==> src/hdl/tfs_pkg.sv <==
// Shared types, constants and byte helpers for the rectangle fill streamer.
`default_nettype none

package tfs_pkg;

  // Panel and geometry widths
  localparam int CoordW    = 10;
  localparam int PixCountW = 2 * CoordW;
  localparam int ColorW    = 16;

  // Pixels per chip-select transfer in the pixel stream
  localparam int ChunkPixels = 64;
  localparam int ChunkW      = $clog2(ChunkPixels + 1);

  // Header: CASET + 4, PASET + 4, RAMWR
  localparam int HeaderLen = 11;
  localparam int HdrIdxW   = 4;

  // Command queue between front and back
  localparam int FifoDepth = 4;
  localparam int FifoAw    = $clog2(FifoDepth);

  // Configuration port
  localparam int CfgAddrW = 2;
  localparam int CfgDataW = 10;

  // DCS command codes
  localparam logic [7:0] CmdColAddrSet  = 8'h2A;
  localparam logic [7:0] CmdPageAddrSet = 8'h2B;
  localparam logic [7:0] CmdMemWrite    = 8'h2C;

  // 18-bit mode top-justification masks
  localparam logic [7:0] Mask5 = 8'hF8;
  localparam logic [7:0] Mask6 = 8'hFC;

  typedef enum logic [CfgAddrW-1:0] {
    CfgPanelWidth  = 2'd0,
    CfgPanelHeight = 2'd1,
    CfgPixelFormat = 2'd2
  } cfg_idx_e;

  typedef enum logic {
    OpStart   = 1'b0,
    OpAdvance = 1'b1
  } opcode_e;

  typedef enum logic {
    FmtRgb565 = 1'b0,
    FmtRgb666 = 1'b1
  } pix_fmt_e;

  // One queued command: a clipped fill window or an advance
  typedef struct packed {
    logic                 is_start;
    logic [CoordW-1:0]    col_first;
    logic [CoordW-1:0]    col_last;
    logic [CoordW-1:0]    row_first;
    logic [CoordW-1:0]    row_last;
    logic [ColorW-1:0]    color;
    logic [PixCountW-1:0] pixels;
  } fill_cmd_t;

  // Queue status/control between front and back
  typedef struct packed {
    logic      push;
    fill_cmd_t data;
  } q_wr_t;

  typedef struct packed {
    logic      empty;
    fill_cmd_t data;
  } q_rd_t;

  typedef struct packed {
    logic [7:0] data;
    logic       is_cmd;
    logic       eot;
  } hdr_beat_t;

  function automatic hdr_beat_t header_beat(
    input logic [HdrIdxW-1:0] idx,
    input logic [CoordW-1:0]  cf,
    input logic [CoordW-1:0]  cl,
    input logic [CoordW-1:0]  rf,
    input logic [CoordW-1:0]  rl
  );
    hdr_beat_t hb;
    hb.is_cmd = 1'b0;
    hb.eot    = 1'b0;
    unique case (idx)
      4'd0: begin
        hb.data = CmdColAddrSet;
        hb.is_cmd = 1'b1;
        hb.eot = 1'b1;
      end
      4'd1: hb.data = 8'(cf >> 8);
      4'd2: hb.data = cf[7:0];
      4'd3: hb.data = 8'(cl >> 8);
      4'd4: begin
        hb.data = cl[7:0];
        hb.eot = 1'b1;
      end
      4'd5: begin
        hb.data = CmdPageAddrSet;
        hb.is_cmd = 1'b1;
        hb.eot = 1'b1;
      end
      4'd6: hb.data = 8'(rf >> 8);
      4'd7: hb.data = rf[7:0];
      4'd8: hb.data = 8'(rl >> 8);
      4'd9: begin
        hb.data = rl[7:0];
        hb.eot = 1'b1;
      end
      default: begin
        hb.data = CmdMemWrite;
        hb.is_cmd = 1'b1;
        hb.eot = 1'b1;
      end
    endcase
    return hb;
  endfunction

  function automatic logic [7:0] pixel_byte(
    input logic [ColorW-1:0] c,
    input pix_fmt_e          fmt,
    input logic [1:0]        bip
  );
    logic [7:0] b;
    if (fmt == FmtRgb565) begin
      b = (bip == 2'd0) ? c[15:8] : c[7:0];
    end else if (bip == 2'd0) begin
      b = c[15:8] & Mask5;
    end else if (bip == 2'd1) begin
      b = c[10:3] & Mask6;
    end else begin
      b = {c[4:0], 3'b000};
    end
    return b;
  endfunction

endpackage

`default_nettype wire

==> src/hdl/tfs_if.sv <==
// Channel interfaces: fill commands in, SPI byte beats out, register writes.
`default_nettype none

interface tfs_cmd_if;
  logic               valid;
  logic               ready;
  logic               opcode;
  logic signed [15:0] rect_x;
  logic signed [15:0] rect_y;
  logic signed [15:0] rect_w;
  logic signed [15:0] rect_h;
  logic        [15:0] fill_color;

  modport source (output valid, opcode, rect_x, rect_y, rect_w, rect_h, fill_color,
                  input ready);
  modport sink   (input valid, opcode, rect_x, rect_y, rect_w, rect_h, fill_color,
                  output ready);
endinterface

interface tfs_byte_if;
  logic       valid;
  logic       ready;
  logic [7:0] out_byte;
  logic       is_command;
  logic       end_of_transfer;
  logic       last;

  modport source (output valid, out_byte, is_command, end_of_transfer, last,
                  input ready);
  modport sink   (input valid, out_byte, is_command, end_of_transfer, last,
                  output ready);
endinterface

interface tfs_cfg_if;
  logic       valid;
  logic       ready;
  logic [1:0] addr;
  logic [9:0] data;

  modport source (output valid, addr, data, input ready);
  modport sink   (input valid, addr, data, output ready);
endinterface

`default_nettype wire

==> src/hdl/tfs_front.sv <==
// Front end: accept commands, clip fill windows, drop no-ops, feed the queue.
`default_nettype none

module tfs_front
  import tfs_pkg::*;
(
  input  wire logic              clk_i,
  input  wire logic              rst_ni,
  tfs_cmd_if.sink                cmd_i,
  input  wire logic [CoordW-1:0] panel_width_i,
  input  wire logic [CoordW-1:0] panel_height_i,
  input  wire logic              q_full_i,
  output q_wr_t                  q_wr_o
);

  logic              s1_valid_q, s1_valid_d;
  logic              s1_start_q;
  logic [CoordW-1:0] s1_cf_q, s1_cl_q, s1_rf_q, s1_rl_q;
  logic [CoordW-1:0] s1_w_q, s1_h_q;
  logic [ColorW-1:0] s1_color_q;

  logic              accept;
  logic              keep;
  logic signed [17:0] x, y, w, h, pw, ph;

  // Clip the rectangle to the panel; empty or off-panel fills are dropped here
  always_comb begin
    x    = 18'(cmd_i.rect_x);
    y    = 18'(cmd_i.rect_y);
    w    = 18'(cmd_i.rect_w);
    h    = 18'(cmd_i.rect_h);
    pw   = $signed({8'b0, panel_width_i});
    ph   = $signed({8'b0, panel_height_i});
    keep = 1'b1;
    if (w <= 0 || h <= 0) keep = 1'b0;
    if (x >= pw || y >= ph) keep = 1'b0;
    if (x < 0) begin
      w = w + x;
      x = '0;
    end
    if (y < 0) begin
      h = h + y;
      y = '0;
    end
    if (x + w > pw) w = pw - x;
    if (y + h > ph) h = ph - y;
    if (w <= 0 || h <= 0) keep = 1'b0;
    if (opcode_e'(cmd_i.opcode) == OpAdvance) keep = 1'b1;
  end

  assign cmd_i.ready = !s1_valid_q || !q_full_i;
  assign accept      = cmd_i.valid && cmd_i.ready;

  assign q_wr_o.push           = s1_valid_q && !q_full_i;
  assign q_wr_o.data.is_start  = s1_start_q;
  assign q_wr_o.data.col_first = s1_cf_q;
  assign q_wr_o.data.col_last  = s1_cl_q;
  assign q_wr_o.data.row_first = s1_rf_q;
  assign q_wr_o.data.row_last  = s1_rl_q;
  assign q_wr_o.data.color     = s1_color_q;
  assign q_wr_o.data.pixels    = PixCountW'(s1_w_q) * PixCountW'(s1_h_q);

  always_comb begin
    s1_valid_d = s1_valid_q;
    if (q_wr_o.push) s1_valid_d = 1'b0;
    if (accept && keep) s1_valid_d = 1'b1;
  end

  always_ff @(posedge clk_i or negedge rst_ni) begin
    if (!rst_ni) begin
      s1_valid_q <= 1'b0;
    end else begin
      s1_valid_q <= s1_valid_d;
    end
  end

  always_ff @(posedge clk_i) begin
    if (accept && keep) begin
      s1_start_q <= (opcode_e'(cmd_i.opcode) == OpStart);
      s1_cf_q    <= x[CoordW-1:0];
      s1_cl_q    <= CoordW'(x + w - 18'sd1);
      s1_rf_q    <= y[CoordW-1:0];
      s1_rl_q    <= CoordW'(y + h - 18'sd1);
      s1_w_q     <= w[CoordW-1:0];
      s1_h_q     <= h[CoordW-1:0];
      s1_color_q <= cmd_i.fill_color;
    end
  end

endmodule

`default_nettype wire

==> src/hdl/tfs_fifo.sv <==
// Short command queue between the front end and the byte sequencer.
`default_nettype none

module tfs_fifo
  import tfs_pkg::*;
(
  input  wire logic clk_i,
  input  wire logic rst_ni,
  input  q_wr_t     wr_i,
  output logic      full_o,
  input  wire logic pop_i,
  output q_rd_t     rd_o
);

  fill_cmd_t         mem_q [FifoDepth];
  logic [FifoAw-1:0] wptr_q, rptr_q;
  logic [FifoAw:0]   count_q, count_d;
  logic              do_pop;

  assign full_o     = (count_q == (FifoAw + 1)'(FifoDepth));
  assign rd_o.empty = (count_q == '0);
  assign rd_o.data  = mem_q[rptr_q];
  assign do_pop     = pop_i && !rd_o.empty;

  always_comb begin
    count_d = count_q;
    if (wr_i.push && !do_pop) count_d = count_q + 1'b1;
    if (!wr_i.push && do_pop) count_d = count_q - 1'b1;
  end

  always_ff @(posedge clk_i or negedge rst_ni) begin
    if (!rst_ni) begin
      wptr_q  <= '0;
      rptr_q  <= '0;
      count_q <= '0;
    end else begin
      if (wr_i.push) wptr_q <= wptr_q + 1'b1;
      if (do_pop) rptr_q <= rptr_q + 1'b1;
      count_q <= count_d;
    end
  end

  always_ff @(posedge clk_i) begin
    if (wr_i.push) begin
      mem_q[wptr_q] <= wr_i.data;
    end
  end

endmodule

`default_nettype wire

==> src/hdl/tfs_back.sv <==
// Back end: run fills; an advance within a fill emits one SPI byte.
`default_nettype none

module tfs_back
  import tfs_pkg::*;
(
  input  wire logic clk_i,
  input  wire logic rst_ni,
  input  pix_fmt_e  pixel_format_i,
  input  q_rd_t     q_rd_i,
  output logic      pop_o,
  tfs_byte_if.source byte_o
);

  logic                 busy_q, busy_d;
  logic [HdrIdxW-1:0]   hdr_idx_q, hdr_idx_d;
  logic [PixCountW-1:0] pix_left_q, pix_left_d;
  logic [ChunkW-1:0]    chunk_left_q, chunk_left_d;
  logic [1:0]           bip_q, bip_d;
  logic                 load;
  logic [CoordW-1:0]    cf_q, cl_q, rf_q, rl_q;
  logic [ColorW-1:0]    color_q;

  logic                 out_valid_q, out_valid_d;
  logic                 out_load;
  logic [7:0]           beat_byte;
  logic                 beat_cmd, beat_eot, beat_last;
  hdr_beat_t            hb;
  logic [1:0]           last_bip;

  assign pop_o = !q_rd_i.empty && (!out_valid_q || byte_o.ready);

  always_comb begin
    busy_d       = busy_q;
    hdr_idx_d    = hdr_idx_q;
    pix_left_d   = pix_left_q;
    chunk_left_d = chunk_left_q;
    bip_d        = bip_q;
    load         = 1'b0;
    out_load     = 1'b0;
    beat_byte    = '0;
    beat_cmd     = 1'b0;
    beat_eot     = 1'b0;
    beat_last    = 1'b0;
    last_bip     = (pixel_format_i == FmtRgb666) ? 2'd2 : 2'd1;
    hb           = header_beat(hdr_idx_q, cf_q, cl_q, rf_q, rl_q);
    if (pop_o) begin
      if (q_rd_i.data.is_start) begin
        // Drop a start that arrives while a fill runs
        if (!busy_q) begin
          load         = 1'b1;
          busy_d       = 1'b1;
          hdr_idx_d    = '0;
          pix_left_d   = q_rd_i.data.pixels;
          chunk_left_d = ChunkW'(ChunkPixels);
          bip_d        = '0;
        end
      end else if (busy_q) begin
        out_load = 1'b1;
        if (hdr_idx_q < HdrIdxW'(HeaderLen)) begin
          beat_byte = hb.data;
          beat_cmd  = hb.is_cmd;
          beat_eot  = hb.eot;
          hdr_idx_d = hdr_idx_q + 1'b1;
        end else begin
          beat_byte = pixel_byte(color_q, pixel_format_i, bip_q);
          if (bip_q >= last_bip) begin
            bip_d = '0;
            if (pix_left_q != '0) pix_left_d = pix_left_q - 1'b1;
            if (chunk_left_q != '0) chunk_left_d = chunk_left_q - 1'b1;
            if (pix_left_d == '0) begin
              beat_eot  = 1'b1;
              beat_last = 1'b1;
              busy_d    = 1'b0;
            end else if (chunk_left_d == '0) begin
              beat_eot     = 1'b1;
              chunk_left_d = ChunkW'(ChunkPixels);
            end
          end else begin
            bip_d = bip_q + 1'b1;
          end
        end
      end
    end
  end

  always_comb begin
    out_valid_d = out_valid_q;
    if (byte_o.ready) out_valid_d = 1'b0;
    if (out_load) out_valid_d = 1'b1;
  end

  always_ff @(posedge clk_i or negedge rst_ni) begin
    if (!rst_ni) begin
      busy_q       <= 1'b0;
      hdr_idx_q    <= '0;
      pix_left_q   <= '0;
      chunk_left_q <= '0;
      bip_q        <= '0;
      out_valid_q  <= 1'b0;
    end else begin
      busy_q       <= busy_d;
      hdr_idx_q    <= hdr_idx_d;
      pix_left_q   <= pix_left_d;
      chunk_left_q <= chunk_left_d;
      bip_q        <= bip_d;
      out_valid_q  <= out_valid_d;
    end
  end

  always_ff @(posedge clk_i) begin
    if (load) begin
      cf_q    <= q_rd_i.data.col_first;
      cl_q    <= q_rd_i.data.col_last;
      rf_q    <= q_rd_i.data.row_first;
      rl_q    <= q_rd_i.data.row_last;
      color_q <= q_rd_i.data.color;
    end
    if (out_load) begin
      byte_o.out_byte        <= beat_byte;
      byte_o.is_command      <= beat_cmd;
      byte_o.end_of_transfer <= beat_eot;
      byte_o.last            <= beat_last;
    end
  end

  assign byte_o.valid = out_valid_q;

endmodule

`default_nettype wire

==> src/hdl/tft_rect_fill_streamer.sv <==
// Top level of the rectangle fill streamer: config registers, front, queue, back.
`default_nettype none

// Usage
//   cmd_i  : command beats. Opcode start carries x, y, w, h and an RGB565
//            color; opcode advance asks for the next SPI byte.
//   byte_o : one beat per advance while a fill runs: the byte, the DC flag
//            (is_command), a chip-select end mark and the last-byte mark.
//   cfg_i  : register writes (0 panel width, 1 panel height, 2 pixel format).
//            Always ready; write only while no command is in flight.
// A fill sends CASET + 4 bytes, PASET + 4 bytes, RAMWR, then w*h pixels of
// two (RGB565) or three (18-bit) bytes; chip select ends after each command,
// each parameter group, every 64 pixels and the final pixel.
// Throughput: one command beat per cycle while the queue has room; one byte
// beat per cycle while advances wait in the queue and the sink is ready. An
// advance beat passes the clip stage and the queue before the output register.
// Reset: the sequencer goes idle, the queue empties and the registers return
// to 240 x 320, RGB565.
// Stall: the output register holds its beat; the 4-entry queue absorbs
// commands until full, then cmd_i.ready drops.

module tft_rect_fill_streamer
  import tfs_pkg::*;
(
  input  wire logic  clk_i,
  input  wire logic  rst_ni,
  tfs_cmd_if.sink    cmd_i,
  tfs_byte_if.source byte_o,
  tfs_cfg_if.sink    cfg_i
);

  logic [CoordW-1:0] panel_width_q, panel_height_q;
  pix_fmt_e          pixel_format_q;

  q_wr_t q_wr;
  q_rd_t q_rd;
  logic  q_full;
  logic  q_pop;

  // Register file: accept every write, ignore addresses past the list
  assign cfg_i.ready = 1'b1;

  always_ff @(posedge clk_i or negedge rst_ni) begin
    if (!rst_ni) begin
      panel_width_q  <= CoordW'(240);
      panel_height_q <= CoordW'(320);
      pixel_format_q <= FmtRgb565;
    end else if (cfg_i.valid) begin
      unique case (cfg_i.addr)
        CfgPanelWidth:  panel_width_q  <= cfg_i.data;
        CfgPanelHeight: panel_height_q <= cfg_i.data;
        CfgPixelFormat: pixel_format_q <= pix_fmt_e'(cfg_i.data[0]);
        default: ;
      endcase
    end
  end

  // Clip and classify
  tfs_front u_front (
    .clk_i,
    .rst_ni,
    .cmd_i,
    .panel_width_i  (panel_width_q),
    .panel_height_i (panel_height_q),
    .q_full_i       (q_full),
    .q_wr_o         (q_wr)
  );

  // Decouple the front from the byte sequencer
  tfs_fifo u_fifo (
    .clk_i,
    .rst_ni,
    .wr_i   (q_wr),
    .full_o (q_full),
    .pop_i  (q_pop),
    .rd_o   (q_rd)
  );

  // Emit header and pixel bytes
  tfs_back u_back (
    .clk_i,
    .rst_ni,
    .pixel_format_i (pixel_format_q),
    .q_rd_i         (q_rd),
    .pop_o          (q_pop),
    .byte_o
  );

endmodule

`default_nettype wire

==> src/flat_wrapper.sv <==
// flat-port wrapper written by rule: the top's interface ports become plain ports
module tft_rect_fill_streamer_flat import tfs_pkg::*;
  (clk_i, rst_ni, cmd_i_valid, cmd_i_opcode, cmd_i_rect_x, cmd_i_rect_y, cmd_i_rect_w, cmd_i_rect_h, cmd_i_fill_color, cmd_i_ready, byte_o_valid, byte_o_out_byte, byte_o_is_command, byte_o_end_of_transfer, byte_o_last, byte_o_ready, cfg_i_valid, cfg_i_addr, cfg_i_data, cfg_i_ready);
  tfs_cmd_if cmd_i_i ();
  tfs_byte_if byte_o_i ();
  tfs_cfg_if cfg_i_i ();
  input  wire logic clk_i;
  input  wire logic rst_ni;
  input wire logic [$bits(cmd_i_i.valid)-1:0] cmd_i_valid;
  input wire logic [$bits(cmd_i_i.opcode)-1:0] cmd_i_opcode;
  input wire logic [$bits(cmd_i_i.rect_x)-1:0] cmd_i_rect_x;
  input wire logic [$bits(cmd_i_i.rect_y)-1:0] cmd_i_rect_y;
  input wire logic [$bits(cmd_i_i.rect_w)-1:0] cmd_i_rect_w;
  input wire logic [$bits(cmd_i_i.rect_h)-1:0] cmd_i_rect_h;
  input wire logic [$bits(cmd_i_i.fill_color)-1:0] cmd_i_fill_color;
  output wire logic [$bits(cmd_i_i.ready)-1:0] cmd_i_ready;
  output wire logic [$bits(byte_o_i.valid)-1:0] byte_o_valid;
  output wire logic [$bits(byte_o_i.out_byte)-1:0] byte_o_out_byte;
  output wire logic [$bits(byte_o_i.is_command)-1:0] byte_o_is_command;
  output wire logic [$bits(byte_o_i.end_of_transfer)-1:0] byte_o_end_of_transfer;
  output wire logic [$bits(byte_o_i.last)-1:0] byte_o_last;
  input wire logic [$bits(byte_o_i.ready)-1:0] byte_o_ready;
  input wire logic [$bits(cfg_i_i.valid)-1:0] cfg_i_valid;
  input wire logic [$bits(cfg_i_i.addr)-1:0] cfg_i_addr;
  input wire logic [$bits(cfg_i_i.data)-1:0] cfg_i_data;
  output wire logic [$bits(cfg_i_i.ready)-1:0] cfg_i_ready;
  assign cmd_i_i.valid = cmd_i_valid;
  assign cmd_i_i.opcode = cmd_i_opcode;
  assign cmd_i_i.rect_x = cmd_i_rect_x;
  assign cmd_i_i.rect_y = cmd_i_rect_y;
  assign cmd_i_i.rect_w = cmd_i_rect_w;
  assign cmd_i_i.rect_h = cmd_i_rect_h;
  assign cmd_i_i.fill_color = cmd_i_fill_color;
  assign cmd_i_ready = cmd_i_i.ready;
  assign byte_o_valid = byte_o_i.valid;
  assign byte_o_out_byte = byte_o_i.out_byte;
  assign byte_o_is_command = byte_o_i.is_command;
  assign byte_o_end_of_transfer = byte_o_i.end_of_transfer;
  assign byte_o_last = byte_o_i.last;
  assign byte_o_i.ready = byte_o_ready;
  assign cfg_i_i.valid = cfg_i_valid;
  assign cfg_i_i.addr = cfg_i_addr;
  assign cfg_i_i.data = cfg_i_data;
  assign cfg_i_ready = cfg_i_i.ready;
  tft_rect_fill_streamer u_core (.clk_i(clk_i), .rst_ni(rst_ni), .cmd_i(cmd_i_i), .byte_o(byte_o_i), .cfg_i(cfg_i_i));
endmodule
==> config.mk <==
export PLATFORM = sky130hd
export DESIGN_NAME = tft_rect_fill_streamer_flat
export DESIGN_NICKNAME = d
export VERILOG_FILES = /design/src/hdl/tfs_pkg.sv /design/src/hdl/tfs_if.sv /design/src/hdl/tfs_front.sv /design/src/hdl/tfs_fifo.sv /design/src/hdl/tfs_back.sv /design/src/hdl/tft_rect_fill_streamer.sv /design/src/flat_wrapper.sv
export SDC_FILE = /design/constraint.sdc
export NUM_CORES = 1
export LEC_CHECK = 0
export ABC_AREA = 0
export ABC_CLOCK_PERIOD_IN_PS = 15450
export BUFFER_PORTS_ARGS = -buffer_cell sky130_fd_sc_hd__clkbuf_2
export CORE_UTILIZATION = 48
export DETAILED_ROUTE_END_ITERATION = 8
export SLEW_MARGIN = 20
export SYNTH_ARGS = -nofsm -noshare
export SYNTH_HDL_FRONTEND = slang
export SYNTH_SLANG_ARGS = --single-unit
==> constraint.sdc <==
create_clock -name clk_i -period 15.45 [get_ports clk_i]
set_input_delay 1.545 -clock clk_i [delete_from_list [all_inputs] [get_ports clk_i]]
set_output_delay 1.545 -clock clk_i [all_outputs]
set_load 0.03 [all_outputs]
==> results.py, run 1 <==
metrics = {
    "logic_synthesis": {
        "ys_seq_elements": 516,
        "synth_area_um2": 30090,
        "ys_types": 98,
        "synth-seq-area-share": 0.5046,
        "synthArstFlopShare": 0.1240,
        "yosys_warnings": 0,
        "synth_edf_count": 452,
        "synth_nets": 2855,
        "syn_inst": 2455,
        "ys.flop_type": "edfxtp_1",
        "synth_area_per_cell_um2": 12.26,
    },
    "pwr": {
        "p_int_mw": 3.603,
        "seq_power_share": 0.363,
        "vdd_ir_drop_max_mv": 0.1128,
        "pwr-share-clk": 0.237,
        "comb_power_share": 0.400,
        "powerDensity_nw_per_um2": 169.6,
        "switchingPower_mw": 2.063,
        "netSwitchingFraction": 0.3641,
        "leakagePower_nw": 13.05,
    },
    "placement": {
        "hpwl_um": 54140,
        "gp_congestion": 0.8896,
        "port_buffers": 110,
    },
    "sta": {
        "fmax_ghz": 0.1113,
        "setup_viol": 0,
        "slew_violations": 0,
        "worst_pin_slew_ns": 1.084,
        "grt_setup_unrepaired": "false",
        "fin_crit_sh": 0.5813,
        "fin_worst_skew_ns": 0.06551,
        "final.min_clock_period_ns": 8.981,
        "hold_viol": 0,
        "setup_tns_ns": 0,
        "slew-limit-headroom": 0.2740,
    },
    "drt": {
        "wl_per_cell_um": 21.57,
        "drt-initial-drc-count": 1243,
        "wl_um": 74300,
        "drc_errors": 0,
        "vias_per_cell": 5.801,
        "drt_pass1_iterations": 8,
        "antenna_left": 0,
        "vias": 19979,
    },
    "floorplan": {
        "die_w_um": 252.4,
        "coreArea_um2": 61830,
        "die_height_um": 252.4,
        "dieArea_um2": 63690,
        "num_rows": 91,
        "start_util": 0.4866,
        "num_io_pins": 112,
    },
    "critical_path": {
        "crit_type": "primary input to register",
        "cp_max_fo": 15,
        "slowest_stage": "o221ai_2",
        "critical_path.most_common_cell": "a21oi_1",
        "slowest_delay_ns": 0.71,
        "cp.arrival_ns": 9.29,
        "worst_setup_path_end_kind": "register",
        "worst_setup_path_start_kind": "primary input",
        "worstPathRequired_ns": 15.76,
    },
    "clock_tree": {
        "htree_num_levels": 2,
        "cts-buffers-inserted": 55,
        "clock_latency_ns": 0.64,
        "cts_setup_buffers": 0,
        "cts_tree": "yes",
        "cts.clk_slew.worst_paths_ns": 0.06,
        "cts_root_buffer": "clkbuf_16",
        "clk_path_buf_depth": 3,
        "ctsHoldBuffers": 0,
        "cts_resized": 0,
        "cts.sinks": 516,
    },
    "finish": {
        "drive_gt1_frac": 0.1362,
        "fin_util": 0.5403,
        "n_antenna_cell": 0,
        "finalNetCount": 2961,
        "area_delta_synth_final_pct": 11.03,
    },
    "grt": {
        "grt_pass1_wl_um": 116400,
        "antenna_found_initial": 0,
        "grt.overflow.total": 0,
        "grt_pass1_vias": 20605,
        "met2_usage": 0.3995,
        "grt_max_degree": 73,
        "grt-busiest-layer": "met2",
        "use_met1": 0.3140,
        "grt_usage": 0.2387,
        "grt_util_met3": 0.02709,
    },
    "run_status": {
        "status": "completed",
    },
    "job": {
        "drv_cap": 0,
    },
    "min_path": {
        "hold_class": "register to register",
    },
}
[placed cells by master, fill, tap and decap left out, types with 16 or more instances in the layout]
cell	count
nor2_1	124
inv_1	237
a211oi_1	38
buf_4	16
dfrtp_1	56
fa_1	71
xor2_1	17
nor4_1	18
mux4_2	76
mux2i_1	31
a21o_1	25
nand2_1	177
mux2_2	26
o21ai_0	122
clkbuf_2	109
xnor2_1	66
clkbuf_16	55
nor3_1	48
nor2b_1	32
o21bai_1	24
and2_1	49
a21oi_1	115
edfxtp_1	452
o21a_1	29
ha_1	231
nand3_1	37
[routing by layer]
metal / vias up / wire (um)
met3: 145 / 3411
met2: 495 / 35670
met4: 0 / 3161
li1: 9368 / -
met5: - / 0
met1: 9971 / 32060
[power groups by stage]
stage / Sequential [mW] / Clock [mW] / Combinational [mW]
2_1_floorplan: 2.01 / 0 / 1.69
3_3_place_gp: 2.08 / 0 / 2.23
3_5_place_dp: 2.09 / 0 / 2.28
4_1_cts: 2.06 / 1.38 / 2.29
5_1_grt: 2.08 / 1.43 / 2.54
6_report: 2.06 / 1.34 / 2.27
[flip-flops by register name, indices dropped and copies added (netlist names), 2 cells and up]
| register | flops |
|---|---|
| u_core.panel_height_q | 10 |
| u_core.panel_width_q | 10 |
| u_core.u_back.bip_q | 2 |
| u_core.u_back.byte_o.out_byte | 8 |
| u_core.u_back.cf_q | 10 |
| u_core.u_back.chunk_left_q | 7 |
| u_core.u_back.cl_q | 10 |
| u_core.u_back.color_q | 16 |
| u_core.u_back.hdr_idx_q | 4 |
| u_core.u_back.pix_left_q | 20 |
| u_core.u_back.rf_q | 10 |
| u_core.u_back.rl_q | 10 |
| u_core.u_fifo.count_q | 3 |
| u_core.u_fifo.mem_q | 308 |
| u_core.u_fifo.rptr_q | 2 |
| u_core.u_fifo.wptr_q | 2 |
| u_core.u_front.s1_cf_q | 10 |
| u_core.u_front.s1_cl_q | 10 |
| u_core.u_front.s1_color_q | 16 |
| u_core.u_front.s1_h_q | 10 |
| u_core.u_front.s1_rf_q | 10 |
| u_core.u_front.s1_rl_q | 10 |
| u_core.u_front.s1_w_q | 10 |
[Yosys cell counts (all sizes together) (24+ instances only)]
library cell | instances | area share
edfxtp | 452 | 0.45
inv | 238 | 0.030
ha | 231 | 0.096
nand2 | 177 | 0.022
o21ai | 127 | 0.022
nor2 | 124 | 0.015
a21oi | 115 | 0.019
mux4 | 76 | 0.057
fa | 71 | 0.047
xnor2 | 66 | 0.019
clkbuf | 62 | 0.0081
dfrtp | 58 | 0.048
and2 | 55 | 0.011
nor3 | 49 | 0.0083
a211oi | 38 | 0.0095
nand3 | 38 | 0.0065
nor2b | 34 | 0.0073
mux2i | 31 | 0.010
o21a | 29 | 0.0072
a21o | 26 | 0.0065
mux2 | 26 | 0.0097
o21bai | 24 | 0.0060
[worst paths after layout]
path | from | end | slack (ns) | depth (start not counted)
max in group asynchronous | rst_ni | u_core.u_fifo.rptr_q[0] | 13.64 | 2
setup reg to reg | u_core.u_front.s1_w_q[5] | u_core.u_fifo.mem_q[0][19] | 9.60 | 17
hold / removal | u_core.u_front.s1_rl_q[2] | u_core.u_fifo.mem_q[2][38] | 0.48 | 0
setup / recovery | cmd_i_rect_y[0] | u_core.u_front.s1_rl_q[9] | 6.47 | 34
min in group asynchronous | rst_ni | u_core.u_fifo.rptr_q[1] | 1.13 | 2
hold reg to reg | u_core.u_front.s1_rl_q[2] | u_core.u_fifo.mem_q[2][38] | 0.48 | 0
[critical path: cells and delay by family]
kind	cells	cell delay (ns)
AOI/OAI and AO/OA	17	4.42
xor gates and xnor gates	3	0.39
adders and majority gates	7	2.23
buffers and inverters	3	0.23
and+or+nand+nor	4	0.47
[per-stage QoR]
| step | hold slack, ns | worst slack, ns | power, mW | instance area [um^2] | std cells |
|---|---|---|---|---|---|
| finish | 0.4803 | 6.469 | 5.666 | 33410 | 3444 |
| global route | 0.5019 | 5.845 | 6.055 | 33410 | 3444 |
| CTS | 0.4775 | 6.553 | 5.728 | 33410 | 3444 |
| detailed placement | 0.4880 | 5.947 | 4.362 | 31520 | 3341 |
| global placement | 0.4721 | 6.194 | 4.311 | 31520 | 3341 |
| floorplan | 0.4587 | 5.381 | 3.707 | 30090 | 2455 |
[layout make-up]
cell class	instances	area, um^2
multi-input combinational	1623	13720
clock inverter	39	471.7
clock buffer	64	1410
tap	837	1047
sequential	516	15190
inverter	239	897.1
fill	5269	28420
timing repair buffer	126	670.6
[cells by family after synthesis]
| group | synth area share |
|---|---|
| compound gates | 0.1127 |
| flops | 0.5046 |
| xor+xnor | 0.02416 |
| buf+inv | 0.04030 |
| fa+ha+maj | 0.1433 |
| simple gates | 0.09781 |
| other cells | 0.0001246 |
| mux | 0.07694 |
Note: power is estimated with default switching activity, not from simulation.
==> run 2: changes to the inputs <==
ABC_CLOCK_PERIOD_IN_PS = 9000   (was 15450)
clock period = 9 ns   (was 15.45 ns; I/O delays follow)
==> run 2 against run 1 <==
Global-route usage shrank 0.19 points. Non-clock buffer count is 3 higher. Core utilization rose by 0.081 points. Worst setup slack worse by 5.4 ns. First-iteration DRC count up 13%. Register-to-register slack got worse by 6.4 ns. Die area unchanged. Wire length increased by 0.12%. Final cell count about the same. Cell area grew 0.15%. Via count up 0.27%. Sequential cell count unchanged. Critical path type unchanged.
==> results.py, run 2 (synthesized netlist as in run 1, its figures left out) <==
metrics = {
    "grt": {
        "antenna_found_initial": 0,
        "grt_max_degree": 65,
        "grt_pass1_wl_um": 115800,
        "grt.overflow.total": 0,
        "grt_usage": 0.2367,
        "grt_pass1_vias": 20497,
    },
    "finish": {
        "nFillCells": 5239,
        "layout_common_cells": "edfxtp_1, inv_1, ha_1",
        "final_common_cell": "edfxtp_1",
        "regMostFlops": "u_core.u_fifo.mem_q",
        "reg_top3": "u_core.u_fifo.mem_q x308, u_core.u_back.pix_left_q x20",
        "n_antenna_cell": 0,
        "finalNetCount": 2964,
        "largest_reg_flops": 308,
        "area_delta_synth_final_pct": 11.20,
        "stdcell_count": 3446,
        "drive_gt1_frac": 0.1349,
    },
    "pwr": {
        "seq_power_share": 0.362,
        "switchingPower_mw": 3.533,
        "netSwitchingFraction": 0.3627,
        "p_int_mw": 6.209,
        "leakagePower_nw": 13.08,
        "vdd_ir_drop_max_mv": 0.1786,
        "powerDensity_nw_per_um2": 291.2,
        "pwr-share-clk": 0.238,
        "comb_power_share": 0.399,
    },
    "critical_path": {
        "slowest_stage": "o21ai_4",
        "worst_setup_path_end_kind": "register",
        "worst_setup_path_start_kind": "primary input",
        "cp_max_fo": 16,
        "slowest_delay_ns": 0.47,
        "worstPathRequired_ns": 9.33,
        "cp.arrival_ns": 8.27,
        "critical_path.most_common_cell": "ha_1",
        "path_delay_family": "compound AO/OA/AOI/OAI gates",
        "path_buf_inv": 3,
        "crit_type": "primary input to register",
    },
    "sta": {
        "fmax_ghz": 0.1259,
        "fin_crit_sh": 0.8824,
        "final.min_clock_period_ns": 7.941,
        "setup_viol": 0,
        "hold_viol": 0,
        "fin_worst_skew_ns": 0.08131,
        "setup_tns_ns": 0,
        "slew-limit-headroom": 0.3851,
        "grt_setup_unrepaired": "false",
        "slew_violations": 0,
        "worst_pin_slew_ns": 0.9223,
    },
    "floorplan": {
        "num_rows": 91,
        "die_w_um": 252.4,
        "dieArea_um2": 63690,
        "num_io_pins": 112,
        "die_height_um": 252.4,
        "start_util": 0.4866,
        "coreArea_um2": 61830,
    },
    "clock_tree": {
        "cts_tree": "yes",
        "ctsHoldBuffers": 0,
        "cts_root_buffer": "clkbuf_16",
        "cts-buffers-inserted": 55,
        "cts_setup_buffers": 0,
        "cts.sinks": 516,
        "htree_num_levels": 2,
        "cts_resized": 0,
        "clock_latency_ns": 0.65,
        "cts.clk_slew.worst_paths_ns": 0.07,
        "clk_path_buf_depth": 3,
    },
    "drt": {
        "wl_um": 74390,
        "drc_errors": 0,
        "drt-initial-drc-count": 1408,
        "wl_per_cell_um": 21.59,
        "drt_pass1_iterations": 5,
        "antenna_left": 0,
        "vias": 20032,
        "vias_per_cell": 5.813,
    },
    "min_path": {
        "hold_class": "primary input to async pin",
    },
    "placement": {
        "hpwl_um": 54400,
        "dp_cells": 3344,
        "port_buffers": 110,
        "gp_congestion": 0.9154,
    },
    "job": {
        "drv_cap": 0,
    },
    "run_status": {
        "status": "completed",
    },
}
[run 2: changes by cell type in the layout (fill, tap and decap cells not counted), sizes merged]
cell	previous run	this run
clkinvlp	6	1
buf	17	20
clkinv	23	21
clkbuf	173	179
[run 2: power groups by stage]
stage               clock (mW)  combinational [mW]  sequential, mW
finish                    2.32                3.89            3.53
floorplan                    0                2.91            3.46
detailed placement           0                3.89            3.58
global placement             0                3.81            3.57
global route              2.46                4.35            3.57
CTS                       2.37                3.92            3.54
[run 2: through the flow]
step / setup WS, ns / area [um^2] / utilization / hold WS, ns / power [mW]
after floorplan: 1.055 / 30090 / - / 0.4587 / 6.363
after global placement: 0.7338 / 31560 / 0.5105 / 0.4656 / 7.382
after detailed placement: 0.5232 / 31560 / 0.5105 / 0.4824 / 7.472
after CTS: 1.134 / 33440 / 0.5409 / 0.3818 / 9.820
after global routing: 0.2773 / 33460 / 0.5411 / 0.3943 / 10.37
final: 1.059 / 33460 / 0.5411 / 0.3871 / 9.741
[run 2: final timing paths]
| path | start | to | slack [ns] | cells past startpoint |
|---|---|---|---|---|
| max in group asynchronous | rst_ni | u_core.panel_height_q[1] | 7.94 | 1 |
| min reg2reg | u_core.u_front.s1_cl_q[4] | u_core.u_fifo.mem_q[1][60] | 0.46 | 0 |
| max | cmd_i_rect_w[1] | u_core.u_front.s1_cl_q[9] | 1.06 | 37 |
| min | rst_ni | u_core.u_fifo.rptr_q[0] | 0.39 | 1 |
| min in group clk_i | cmd_i_fill_color[1] | u_core.u_front.s1_color_q[1] | 0.42 | 1 |
| max reg2reg | u_core.u_front.s1_w_q[5] | u_core.u_fifo.mem_q[0][19] | 3.22 | 17 |
[run 2: layout make-up]
type                       instances  area [um^2]  area share
clock buffer                      70         1463     0.04372
clock inverter                    32        417.9     0.01249
inverter                         239        897.1     0.02681
multi-input combinational       1623        13730      0.4105
sequential                       516        15190      0.4540
tap                              837         1047     0.03130
timing repair buffer             129        708.2     0.02117
[run 2: routing by layer]
metal | vias up | share of wire | GRT usage | routed length (um)
li1 | 9368 | - | - | -
met1 | 10054 | 0.43 | 0.3086 | 32310
met2 | 488 | 0.49 | 0.4048 | 36260
met3 | 122 | 0.044 | 0.03131 | 3254
met4 | 0 | 0.034 | 0.08537 | 2566
met5 | - | 0 | 0 | 0
[run 2: worst register-to-register path: cells and delay by family, from the launching register on]
family,cells,cell delay (ns)
compound gates,4,1.04
xor+xnor,1,0.22
fa+ha+maj,6,2.88
buf+inv,1,0.05
flops,1,0.67
simple gates,5,0.65
